$ cat src/glyph_coverage_index_lookup_core_defines.svh
// Assertion macros for the glyph coverage lookup core.
`ifndef GLYPH_COVERAGE_INDEX_LOOKUP_CORE_DEFINES_SVH
`define GLYPH_COVERAGE_INDEX_LOOKUP_CORE_DEFINES_SVH

`ifndef SYNTH
`define GCIL_ASSERT_IMP(label, clk, rst, ante, cons) \
   label: assert property (@(posedge clk) disable iff (rst) (ante) |-> (cons)) \
      else $error("assertion failed");
`define GCIL_ASSERT_NXT(label, clk, rst, ante, cons) \
   label: assert property (@(posedge clk) disable iff (rst) (ante) |=> (cons)) \
      else $error("assertion failed");
`else
`define GCIL_ASSERT_IMP(label, clk, rst, ante, cons)
`define GCIL_ASSERT_NXT(label, clk, rst, ante, cons)
`endif

`endif

$ cat src/gcil_pkg.sv
`default_nettype none

package gcil_pkg;

   localparam int GCIL_MAX_ENTRIES = 1024;
   localparam int GLYPH_W          = 16;
   localparam int COV_W            = 17;
   localparam int IDX_W            = 10;
   localparam int CSR_DATA_W       = 11;
   localparam int CSR_IDX_W        = 1;

   localparam logic [1:0] FMT_LIST  = 2'd1;
   localparam logic [1:0] FMT_RANGE = 2'd2;

   localparam logic CMD_WRITE  = 1'b0;
   localparam logic CMD_LOOKUP = 1'b1;

   localparam logic [CSR_IDX_W-1:0] CSR_FORMAT = 1'b0;
   localparam logic [CSR_IDX_W-1:0] CSR_COUNT  = 1'b1;

   typedef struct packed {
      logic [GLYPH_W-1:0] first_glyph;
      logic [GLYPH_W-1:0] last_glyph;
      logic [GLYPH_W-1:0] base_index;
   } entry_type;

   typedef struct packed {
      logic               start;
      logic [1:0]         fmt;
      logic [GLYPH_W-1:0] glyph;
   } lkp_cmd_type;

   typedef enum logic [1:0] {
      STATE_IDLE,
      STATE_PROBE,
      STATE_DONE
   } state_type;

endpackage

`default_nettype wire

$ cat src/gcil_search.sv
`default_nettype none

`include "glyph_coverage_index_lookup_core_defines.svh"

module gcil_search
   import gcil_pkg::*;
#(
   parameter int MAX_ENTRIES = GCIL_MAX_ENTRIES,
   parameter int ADDR_W      = (MAX_ENTRIES > 1) ? $clog2(MAX_ENTRIES) : 1,
   parameter int CNT_W       = $clog2(MAX_ENTRIES + 1)
) (
   input  wire logic              clock,
   input  wire logic              reset,
   input  wire lkp_cmd_type       cmd,
   input  wire logic [CNT_W-1:0]  count,
   output logic                   busy,
   output logic                   rd_en,
   output logic [ADDR_W-1:0]      rd_addr,
   input  wire entry_type         rd_data,
   output logic                   rsp_valid,
   input  wire logic              rsp_stall,
   output logic                   rsp_found,
   output logic [COV_W-1:0]       rsp_coverage_index
);

   state_type          state_ff, state_in;
   logic [CNT_W-1:0]   lo_ff, lo_in;
   logic [CNT_W-1:0]   hi_ff, hi_in;
   logic [CNT_W-1:0]   mid_ff, mid_in;
   logic [CNT_W:0]     mid_sum;
   logic [GLYPH_W-1:0] glyph_ff, glyph_in;
   logic [1:0]         fmt_ff, fmt_in;
   logic               res_found_ff, res_found_in;
   logic [COV_W-1:0]   res_base_ff, res_base_in;
   logic [GLYPH_W-1:0] res_off_ff, res_off_in;
   logic               rsp_valid_ff, rsp_valid_in;
   logic               rsp_found_ff, rsp_found_in;
   logic [COV_W-1:0]   rsp_cov_ff, rsp_cov_in;
   logic               below;
   logic               above;
   logic [GLYPH_W-1:0] upper_glyph;

   // shared compare unit
   assign upper_glyph = (fmt_ff == FMT_LIST) ? rd_data.first_glyph : rd_data.last_glyph;
   assign below       = glyph_ff < rd_data.first_glyph;
   assign above       = glyph_ff > upper_glyph;

   assign mid_sum = {1'b0, lo_in} + {1'b0, hi_in};
   assign mid_in  = mid_sum[CNT_W:1];
   assign rd_addr = mid_in[ADDR_W-1:0];

   always_ff @(posedge clock) begin
      if (reset) begin
         state_ff     <= STATE_IDLE;
         rsp_valid_ff <= 1'b0;
      end else begin
         state_ff     <= state_in;
         rsp_valid_ff <= rsp_valid_in;
      end
   end

   always_ff @(posedge clock) begin
      lo_ff        <= lo_in;
      hi_ff        <= hi_in;
      mid_ff       <= mid_in;
      glyph_ff     <= glyph_in;
      fmt_ff       <= fmt_in;
      res_found_ff <= res_found_in;
      res_base_ff  <= res_base_in;
      res_off_ff   <= res_off_in;
      rsp_found_ff <= rsp_found_in;
      rsp_cov_ff   <= rsp_cov_in;
   end

   always_comb begin
      state_in     = state_ff;
      lo_in        = lo_ff;
      hi_in        = hi_ff;
      glyph_in     = glyph_ff;
      fmt_in       = fmt_ff;
      res_found_in = res_found_ff;
      res_base_in  = res_base_ff;
      res_off_in   = res_off_ff;
      rsp_valid_in = rsp_valid_ff && rsp_stall;
      rsp_found_in = rsp_found_ff;
      rsp_cov_in   = rsp_cov_ff;
      rd_en        = 1'b0;
      case (state_ff)
         STATE_IDLE: begin
            if (cmd.start) begin
               glyph_in     = cmd.glyph;
               fmt_in       = cmd.fmt;
               lo_in        = '0;
               hi_in        = count;
               res_found_in = 1'b0;
               res_base_in  = '0;
               res_off_in   = '0;
               if ((cmd.fmt == FMT_LIST || cmd.fmt == FMT_RANGE) && count != '0) begin
                  rd_en    = 1'b1;
                  state_in = STATE_PROBE;
               end else begin
                  state_in = STATE_DONE;
               end
            end
         end
         STATE_PROBE: begin
            if (below) begin
               hi_in = mid_ff;
            end else if (above) begin
               lo_in = mid_ff + CNT_W'(1);
            end
            if (!below && !above) begin
               res_found_in = 1'b1;
               if (fmt_ff == FMT_LIST) begin
                  res_base_in = COV_W'(mid_ff);
                  res_off_in  = '0;
               end else begin
                  res_base_in = {1'b0, rd_data.base_index};
                  res_off_in  = glyph_ff - rd_data.first_glyph;
               end
               state_in = STATE_DONE;
            end else if (lo_in < hi_in) begin
               rd_en = 1'b1;
            end else begin
               state_in = STATE_DONE;
            end
         end
         STATE_DONE: begin
            if (!rsp_valid_ff || !rsp_stall) begin
               rsp_valid_in = 1'b1;
               rsp_found_in = res_found_ff;
               rsp_cov_in   = res_base_ff + {1'b0, res_off_ff};
               state_in     = STATE_IDLE;
            end
         end
         default: begin
            state_in = STATE_IDLE;
         end
      endcase
   end

   assign busy               = state_ff != STATE_IDLE;
   assign rsp_valid          = rsp_valid_ff;
   assign rsp_found          = rsp_found_ff;
   assign rsp_coverage_index = rsp_cov_ff;

   `GCIL_ASSERT_IMP(a_probe_window, clock, reset, (state_ff == STATE_PROBE), ((lo_ff < hi_ff) && (mid_ff >= lo_ff) && (mid_ff < hi_ff)))
   `GCIL_ASSERT_IMP(a_miss_zero, clock, reset, (rsp_valid_ff && !rsp_found_ff), (rsp_cov_ff == '0))
   `GCIL_ASSERT_NXT(a_load_from_done, clock, reset, ((state_ff != STATE_DONE) && !rsp_valid_ff), (!rsp_valid_ff))

endmodule

`default_nettype wire

$ cat config.mk
export PLATFORM = sky130hd
export DESIGN_NAME = gcil_search
export DESIGN_NICKNAME = d
export VERILOG_FILES = /design/src/gcil_pkg.sv /design/src/gcil_search.sv
export VERILOG_INCLUDE_DIRS = /design/src /design/src/src
export SDC_FILE = /design/constraint.sdc
export NUM_CORES = 1
export LEC_CHECK = 0
export ABC_AREA = 1
export BUFFER_PORTS_ARGS = -buffer_cell sky130_fd_sc_hd__buf_4
export CAP_MARGIN = 15
export CORE_MARGIN = 3
export CORE_UTILIZATION = 55
export CTS_CLUSTER_SIZE = 25
export DETAILED_ROUTE_END_ITERATION = 10
export PLACE_DENSITY = 0.78
export SYNTH_ARGS = -nofsm -noshare
export SYNTH_HDL_FRONTEND = slang
export SYNTH_SLANG_ARGS = --single-unit
$ cat constraint.sdc
create_clock -name clock -period 13 [get_ports clock]
set_input_delay 1.3 -clock clock [delete_from_list [all_inputs] [get_ports clock]]
set_output_delay 1.3 -clock clock [all_outputs]
set_load 0.01 [all_outputs]
==> metrics, run 1 <==
outcome finished, final reports clean; post-synthesis sequential area ratio between 40% and 50%; drt pass-1 iters 5; postcts setup bufs 0; number of synthesized flops with an enable pin 69; Leakage 0.00381 µW; Max Freq roughly 0.15 GHz; met2 usage in global routing between 40% and 50%; CP Launch Type primary input; Syn Inst Count between 800 and 900; Synth Cell Area between 6000 and 7000 µm²; Clock Path Buffers 2; max_cap viols 0; die area ~14000 µm²; DR iter-0 viols about 430; ys flop type edfxtp_1; Final Hold Viols 0; GRT Max-Usage Layer met2; htree depth 3; Pwr Total between 1000 and 1500 µW; dpl hpwl about 12 mm; Yosys reg bits around 110; critical path endpoint category output pin; Vias/cell ~5.3; minimum clock period 6.58 ns; largest net degree at the start of global routing ~50; Final ANT Viol Nets 0; initial antenna violation count 0; CTS tree yes; Critical Path Source rd_data[32]; boundary pin count 112; critical path arrival around 5.3 ns; row cnt 40; slowest stage delay, CP between 0.4 and 0.5 ns; Root Buffer clkbuf_16; Mapped Avg Cell Area 8.50 µm²; Worst Path Class, Setup primary input to output pin; largest family of logic cells by synthesized area simple AND/OR/NAND/NOR gates; port buffer count 111; RSZ-0062 raised after global routing false; Initial Util between 50% and 60%; DRC 0; peak supply drop 0.125 mV; xor/xnor cell area share of the yosys netlist under 10%; Distinct cells, synth just under 50; Worst-path clk slew about 0.060 ns; GP Congestion a little under 0.9; Max FO, Critical Path 24; number of inserted diodes 0; clk sink count between 100 and 150; worst r2r src fmt_ff[1]; slowest CP cell fa_1; Setup-failing EPs final 0; worst r2r dst mid_ff[9]; average wire per standard cell about 15 µm; Layout Skew just under 0.007 ns; met1 Use GR 27.8%; Die W between 100 and 150 µm; Post-Synth Adder-Cell Area 13.4%; vias in the first global route about 5700; Core Area around 12000 µm²; Synth Area in Compound Gates around 16%; WHS Path Cells 0; worst rel slew slack 29.9%; crit path buf inv count 2; total negative setup slack 0 ns; GRT Total Usage a little under a quarter; Inserted Clock Buffers 9; routed via count approximately 5800; share of cells above drive strength 1 ~18%; nets roughly 1100; Synth Net Count a little under 1000; first-pass GRT wire length between 20 and 30 mm; GR Util met3 under 10%; cts hold-fix bufs 0; Resize count post-CTS 0; Final Cycle Share between 50 and 60%; Worst Hold Class register to register; Worst Tran Pin Value approximately 1.1 ns; pwr dens 148 nW/µm²; worst min-delay path startpoint res_found_ff; die height between 100 and 150 µm; gr ovfl total 0; Synth Area in Simple Gates a little under a fifth; DRT Wirelength about 16 mm; R2R setup slack about 8.4 ns; Syn-to-layout area delta 17.5%; synth warn 0; Slew Limit Fails 0; CP delay by family, top simple AND/OR/NAND/NOR gates; Most Frequent Cell on Critical Path nand2_1; Reg2Reg Depth 26; asr flop ratio synth 0%; Worst Hold End rsp_found; post-synthesis mux area share 0%; clock latency on the worst-skew pair 0.35 ns; WP data required 11.70 ns
==> where the power goes <==
group | internal [µW] | switching (µW) | leakage, µW
combinational | 186 | 270 | 0.00271
sequential | 434 | 48.5 | 0.000968
clock | 147 | 115 | 0.000136
total | 767 | 433 | 0.00381
==> layout by cell type (no fill, tap or decap), types with 6 or more instances in the layout <==
master | netlist | final
o21ai_1 | 16 | 16
nand2_2 | 7 | 7
clkbuf_16 | 0 | 9
inv_1 | 96 | 96
o21ai_0 | 40 | 39
dfxtp_1 | 36 | 36
a21oi_1 | 62 | 61
nor3_1 | 8 | 8
a221oi_1 | 6 | 6
ha_1 | 69 | 69
nor2_1 | 61 | 59
a22o_1 | 9 | 9
xor2_1 | 24 | 24
buf_4 | 12 | 114
nand2_1 | 173 | 173
or2_2 | 11 | 11
edfxtp_1 | 69 | 69
nand3_1 | 20 | 20
a22oi_1 | 6 | 6
==> sequential cells by signal, indices dropped and copies added (netlist names) <==
signal              flops
res_found_ff            1
mid_ff                 11
hi_ff                  11
res_base_ff            16
lo_ff                  11
res_off_ff             16
rsp_valid               1
glyph_ff               16
fmt_ff                  2
rsp_found               1
rsp_coverage_index     17
state_ff                2
==> metrics by stage <==
stage	setup slack, ns	util [%]	hold slack (ns)	instances	cell area, µm²
floorplan	7.00	-	0.400	810	6880
global placement	6.57	64.5	0.403	1064	7810
detailed placement	6.46	64.5	0.425	1064	7810
CTS	6.43	66.8	0.440	1080	8090
global route	6.11	66.8	0.447	1080	8090
finish	6.42	66.8	0.440	1080	8090
==> synth_stat cells (9+ instances only) <==
| cell type | instances | area [µm²] |
|---|---|---|
| edfxtp_1 | 69 | 2070 |
| nand3_1 | 20 | 100 |
| or2_2 | 11 | 68.8 |
| clkbuf_1 | 14 | 52.6 |
| a21oi_1 | 62 | 310 |
| o21ai_0 | 40 | 200 |
| nand2_1 | 173 | 649 |
| o21ai_1 | 16 | 80.1 |
| dfxtp_1 | 36 | 721 |
| nor2_1 | 61 | 229 |
| inv_1 | 96 | 360 |
| xor2_1 | 24 | 210 |
| ha_1 | 69 | 863 |
| buf_4 | 12 | 90.1 |
| a22o_1 | 9 | 78.8 |
==> kinds of logic after synthesis <==
group / count (synthesis)
buffers and inverters: 128
adders and majority gates: 72
and+or+nand+nor: 301
AOI/OAI and AO/OA: 175
DFF: 105
xor gates and xnor gates: 29
==> area by class of cell <==
cell class	count	area, µm²
fill	1024	4030
multi-input combinational	577	3570
clock buffer	11	233
tap	168	210
sequential	105	2790
timing repair buffer	114	856
inverter	100	375
clock inverter	5	46.3
==> worst reg2reg max path: cells and delay by family (launching register included) <==
kind	cells	cell delay (ns)
and+or+nand+nor	15	1.48
DFF	1	0.38
adders and majority gates	2	0.73
buffers and inverters	3	0.81
AOI/OAI and AO/OA	6	1.10
==> how the worst max path moves through the flow <==
| stage | end | slack [ns] | cells past startpoint |
|---|---|---|---|
| after global placement | rd_addr[9] | 6.57 | 25 |
| after global routing | rd_addr[9] | 6.11 | 27 |
| after CTS | rd_addr[9] | 6.43 | 27 |
| after floorplan | rd_addr[9] | 7.00 | 25 |
| final | rd_addr[9] | 6.42 | 27 |
| after detailed placement | rd_addr[9] | 6.46 | 27 |
==> routing by layer <==
metal	vias to the layer above	routed length (µm)
li1	2935	-
met1	2641	6580
met4	0	359
met2	163	7900
met3	26	883
met5	-	0
(Power assumes the default switching activity.)
==> inputs of run 2 (changes only) <==
==> constraint.sdc (replaced) <==
create_clock -name clock -period 6.1 [get_ports clock]
set_input_delay 0.61 -clock clock [delete_from_list [all_inputs] [get_ports clock]]
set_output_delay 0.61 -clock clock [all_outputs]
set_load 0.01 [all_outputs]
==> run 2 against run 1 <==
Against the previous run:
- setup slack worse by 5.8 ns
- non-clock buffer count stayed put
- die area stayed put
- via count is 1.2% lower
==> metrics, run 2 (synthesized netlist as in run 1, its figures left out) <==
CP Launch Type register; clk sink count 105 (unchanged); Critical Path Source fmt_ff[1]; Syn-to-layout area delta 17.9%; Vias/cell 5.28 (-1.2%); row cnt 40 (unchanged); met1 Use GR 28.0% (+0.20 points); worst rel slew slack 29.9% (+0.042 points); minimum clock period between 5 and 6 ns; Worst Tran Pin Value 1.05 ns (-0.000628 ns); GRT Total Usage 23.3% (+0.18 points); nets 1060 (unchanged); GP Congestion 0.892 (+0.36%); Core Area 12100 µm² (unchanged); GRT Max-Usage Layer met2; crit path buf inv count 4 (+2); cts hold-fix bufs 0 (unchanged); peak supply drop 0.191 mV (+53%); Final Hold Viols 0 (unchanged); CTS tree yes; number of inserted diodes 0 (unchanged); Pwr Total 2600 µW (+120%); R2R setup slack 1.58 ns (-6.81 ns); max_cap viols 0 (unchanged); total negative setup slack 0 ns (unchanged); Most Frequent Cell on Critical Path nand2_1; Resize count post-CTS 0 (unchanged); average wire per standard cell 14.7 µm (+0.95%); initial antenna violation count 0 (unchanged); DRT Wirelength 15.9 mm (+0.95%); Setup-failing EPs final 0 (unchanged); vias in the first global route 5435 (-4.2%); Inserted Clock Buffers 9 (unchanged); clock latency on the worst-skew pair 0.36 ns (about the same); Worst Hold Class register to register; Largest register FFs 17 (unchanged); slowest stage delay, CP 0.47 ns (+0.05 ns); outcome finished, final reports clean; die area 13900 µm² (unchanged); Die W 118 µm (unchanged); cell area after layout 8110 µm² (+0.34%); Worst-path clk slew 0.07 ns (about the same); Worst Path Class, Setup register to output pin; RSZ-0062 raised after global routing false; Placement Cell Area 7810 µm² (unchanged); critical path endpoint category output pin; drt pass-1 iters 5 (unchanged); Initial Util 56.8% (unchanged); worst r2r dst mid_ff[9]; Root Buffer clkbuf_16; CP delay by family, top simple AND/OR/NAND/NOR gates; hold_ws 0.420 ns (-0.0201 ns); Slew Limit Fails 0 (unchanged); met2 usage in global routing 41.8% (+0.61 points); routed via count 5697 (-1.2%); postcts setup bufs 0 (unchanged); Clock Path Buffers 2 (unchanged); DR iter-0 viols 407 (-6.2%); GR Util met3 5.29% (+0.53 points); slowest CP cell fa_1; boundary pin count 112 (unchanged); most frequent cells in the layout nand2_1, buf_4, inv_1, ha_1, edfxtp_1; WP data required 5.49 ns (-6.21 ns); first-pass GRT wire length 26.0 mm (+0.21%); Reg2Reg Depth 26 (unchanged); Non-Filler Instances 1080 (unchanged); Max FO, Critical Path 50 (+110%); Layout Skew 0.00711 ns (+0.000347 ns); share of cells above drive strength 1 18.6% (+0.33 points); die height 118 µm (unchanged); gr ovfl total 0 (unchanged); placed cells 1064 (unchanged); Max Freq 0.181 GHz; DRC 0 (unchanged); dpl hpwl 12.4 mm (-0.90%); port buffer count 111 (unchanged); Worst Setup EP rd_addr[9]; commonest non-fill, non-tap cell in the layout nand2_1; Final ANT Viol Nets 0 (unchanged); largest net degree at the start of global routing 51 (unchanged); Leakage 0.00382 µW (+0.28%); pwr dens 320 nW/µm² (+120%); critical path depth 27 (unchanged); htree depth 3 (unchanged); critical path arrival 4.91 ns (-0.37 ns); worst r2r src fmt_ff[1]; Final Cycle Share between 90% and 100%
-- run 2: changes by cell type in the layout (fill, tap and decap cells not counted), sizes merged --
cell,change
clkinvlp,+1
clkinv,-1
-- run 2: worst min-delay path by stage --
stage | end | cells past startpoint | start
after floorplan | rsp_found | 0 | res_found_ff
after global placement | rsp_found | 0 | res_found_ff
after detailed placement | rsp_found | 0 | res_found_ff
after CTS | glyph_ff[0] | 1 | cmd[0]
after global routing | glyph_ff[9] | 1 | cmd[9]
final | rsp_found | 0 | res_found_ff
-- run 2: worst register-to-register path: stages (launching register included) --
cell,delay [ns]
edfxtp_1,0.38
nor2_2,0.11
buf_4,0.38
o21ai_0,0.16
ha_1,0.32
nand2_1,0.05
inv_1,0.06
nand3_1,0.07
nor2_1,0.17
nand3_1,0.21
nand3_4,0.25
inv_1,0.13
nand2_1,0.08
nand2_1,0.06
a22o_1,0.23
fa_1,0.47
nand3_1,0.09
nand2_1,0.09
a21oi_1,0.16
o21bai_1,0.11
a21o_1,0.17
a21oi_1,0.19
nor2_1,0.06
o21ai_0,0.21
nand2_1,0.08
nand2_1,0.06
nand2_1,0.06
-- run 2: layer usage --
layer  share of wire, %  up-vias
li1                   -     2942
met1                 43     2594
met2                 50      139
met3                5.0       22
met4                1.7        0
met5                  0        -
-- run 2: per-stage QoR --
step | setup slack [ns] | util (%)
floorplan | 1.29 | -
global placement | 1.05 | 64.5
detailed placement | 0.950 | 64.5
CTS | 0.534 | 67.0
global route | 0.0519 | 67.0
finish | 0.581 | 67.0
-- run 2: where the power goes --
group          internal (µW)  switching [µW]
logic                    394             572
registers                925             108
clock network            339             261
total                   1660             941
-- run 2: final cells by class --
cell class | instances | area [µm²]
fillers | 1036 | 4000
multi-input cells | 577 | 3570
flip-flops and latches | 105 | 2790
repair buffers | 114 | 856
inverters | 100 | 375
clock buffers | 11 | 253
well taps | 168 | 210
clock inverters | 5 | 53.8
==> inputs of run 3 (changes only) <==
--- a/config.mk
+++ b/config.mk
@@ -10,10 +10,9 @@
 export BUFFER_PORTS_ARGS = -buffer_cell sky130_fd_sc_hd__buf_4
 export CAP_MARGIN = 15
 export CORE_MARGIN = 3
-export CORE_UTILIZATION = 55
+export CORE_UTILIZATION = 25
 export CTS_CLUSTER_SIZE = 25
 export DETAILED_ROUTE_END_ITERATION = 10
-export PLACE_DENSITY = 0.78
 export SYNTH_ARGS = -nofsm -noshare
 export SYNTH_HDL_FRONTEND = slang
 export SYNTH_SLANG_ARGS = --single-unit
==> constraint.sdc (replaced) <==
create_clock -name clock -period 6.1 [get_ports clock]
set_input_delay 1.22 -clock clock [delete_from_list [all_inputs] [get_ports clock]]
set_output_delay 1.22 -clock clock [all_outputs]
set_load 0.01 [all_outputs]
==> run 3 against run 2 <==
Against the previous run:
- sequential power barely moved
- maximum frequency fell by 6.6%
- routed wire length rose by 18%
- largest cell class unchanged
- sequential cell count did not move
- die area rose by 110%
- critical path type is now primary input to output pin
- non-clock buffer count rose by 36
- worst hold slack improved by 0.0049 ns
- clock power rose by 8.7%
- critical endpoint unchanged
- setup slack got worse by 0.39 ns
- largest power group is now combinational cells
==> metrics, run 3 (synthesized netlist as in run 1, its figures left out) <==
outcome finished, final reports clean; slowest stage delay, CP 0.35 ns (-0.12 ns); Int Power 1770 µW (+6.9%); Worst Tran Pin Value 0.695 ns (-0.357 ns); gr ovfl total 0 (unchanged); GRT Total Usage 12.5% (-11 points); Vias/cell 4.47 (-15%); Switch Pwr 1030 µW (+9.8%); Syn-to-layout area delta 29.3%; initial antenna violation count 0 (unchanged); Worst-path clk slew 0.07 ns (about the same); Max FO, Critical Path 11 (-78%); row cnt 60 (+50%); port buffer count 111 (unchanged); boundary pin count 112 (unchanged); CP Launch Type primary input; htree depth 3 (unchanged); DRC 0 (unchanged); Max Freq 0.169 GHz (-6.6%); Die W 172 µm (+46%); number of inserted diodes 0 (unchanged); Leakage 0.00404 µW (+5.7%); Initial Util 25.5% (-31 points); combinational share of power 39.7% (+2.5 points); Worst Hold End rsp_found; vias in the first global route 5704 (+4.9%); worst min-delay path startpoint res_found_ff; GP Congestion 0.863 (-3.3%); slowest CP cell ha_1; clock latency on the worst-skew pair 0.37 ns (about the same); Reg2Reg Depth 27 (+3.8%); Post-Place Setup Slack -0.0133 ns (-0.964 ns); worst r2r dst mid_ff[9]; Pwr Total 2810 µW (+7.9%); worst rel slew slack 53.6% (+24 points); critical path arrival 4.69 ns (-0.22 ns); Slew Limit Fails 0 (unchanged); Layout Skew 0.0186 ns (+0.0115 ns); Fillers 2822 (+170%); Most Frequent Cell on Critical Path nand2_1; share of cells above drive strength 1 25.5% (+6.9 points); Final Cycle Share 96.8% (+6.4 points); first-pass GRT wire length 28.7 mm (+10%); critical path endpoint category output pin; cell area after layout 8900 µm² (+9.7%); Root Buffer clkbuf_16; DRT Wirelength 18.7 mm (+18%); die height 172 µm (+46%); routed via count 5761 (+1.1%); Largest register FFs 17 (unchanged); Clock power frac 23.2% (about the same); average wire per standard cell 14.5 µm (-1.0%); minimum clock period 5.91 ns (+0.388 ns); die area 29600 µm² (+110%); Placement Cell Area 8300 µm² (+6.3%); Worst Path Class, Setup primary input to output pin; pwr dens 315 nW/µm² (-1.6%); most frequent cells in the layout nand2_1, buf_4, inv_1, edfxtp_1, ha_1; Core Area 27000 µm² (+120%); Final ANT Viol Nets 0 (unchanged); Setup-failing EPs final 0 (unchanged); dpl hpwl 15.1 mm (+22%); commonest non-fill, non-tap cell in the layout nand2_1; Clock Path Buffers 2 (unchanged); Sw Share 36.8% (+0.62 points); Worst Hold Class register to register; WP data required 4.88 ns (-0.61 ns); worst r2r src fmt_ff[1]; peak supply drop 0.144 mV (-25%); DR iter-0 viols 243 (-40%); Seq pwr share 37.1% (-2.7 points); CTS tree yes; max_cap viols 0 (unchanged); drt pass-1 iters 4 (-1); clk sink count 105 (unchanged); R2R setup slack 2.15 ns (+0.57 ns); nets 1096 (+3.4%); Final Hold Viols 0 (unchanged); total negative setup slack 0 ns (unchanged); Inserted Clock Buffers 9 (unchanged); largest net degree at the start of global routing 51 (unchanged); Final Worst Setup Slack 0.193 ns (-0.388 ns); WHS Path Cells 0 (unchanged)
-- run 3: routing by layer --
layer,vias up,track usage [%],wire (µm)
li1,3007,-,-
met1,2642,15.7,8390
met2,106,22.3,9490
met3,6,2.61,748
met4,0,2.46,116
met5,-,0,0
-- run 3: worst max-delay path by stage --
stage	start	to	slack, ns	cells after the start
floorplan	rd_data[32]	rd_addr[9]	0.26	25
global placement	rd_data[32]	rd_addr[9]	0.02	25
detailed placement	rd_data[32]	rd_addr[9]	-0.01	25
CTS	rd_data[32]	rd_addr[9]	0.03	25
global route	rd_data[42]	rd_addr[9]	-0.03	27
finish	rd_data[42]	rd_addr[9]	0.19	27
-- run 3: layout make-up --
class	count	area, µm²	share of cell area (%)
clock buffers	9	225	2.53
flip-flops and latches	105	2790	31.4
well taps	341	427	4.79
clock inverters	7	103	1.15
repair buffers	150	1180	13.3
multi-input cells	577	3790	42.6
inverters	100	375	4.22
-- run 3: worst max-delay path, delay by kind of cell --
family / cells / cell delay (ns)
buffers and inverters: 8 / 0.80
AOI/OAI and AO/OA: 7 / 1.10
and+or+nand+nor: 10 / 0.94
adders and majority gates: 2 / 0.60
-- run 3: through the flow --
step           utilization, %  instances  hold slack, ns
3_3_place_gp             30.7       1270           0.406
5_1_grt                  32.9       1289           0.431
2_1_floorplan               -        810           0.400
4_1_cts                  31.9       1286           0.422
3_5_place_dp             30.7       1270           0.405
6_report                 32.9       1289           0.425
-- run 3: timing repair --
| item | CTS | global route |
|---|---|---|
| setup buffers | 0 | 1 |
| gates resized for setup | 1 | 41 |
| pin swaps | 0 | 22 |
| cloned | 0 | 1 |
| hold buffers | 0 | 0 |
| endpoints found under the setup margin | 1 | 4 |
-- run 3: power by group through the flow --
| stage | Clock (µW) | Sequential (µW) | Combinational, µW |
|---|---|---|---|
| floorplan | 0 | 1010 | 733 |
| global placement | 0 | 1050 | 1050 |
| detailed placement | 0 | 1050 | 1050 |
| CTS | 667 | 1030 | 1060 |
| global route | 691 | 1050 | 1260 |
| finish | 651 | 1040 | 1110 |
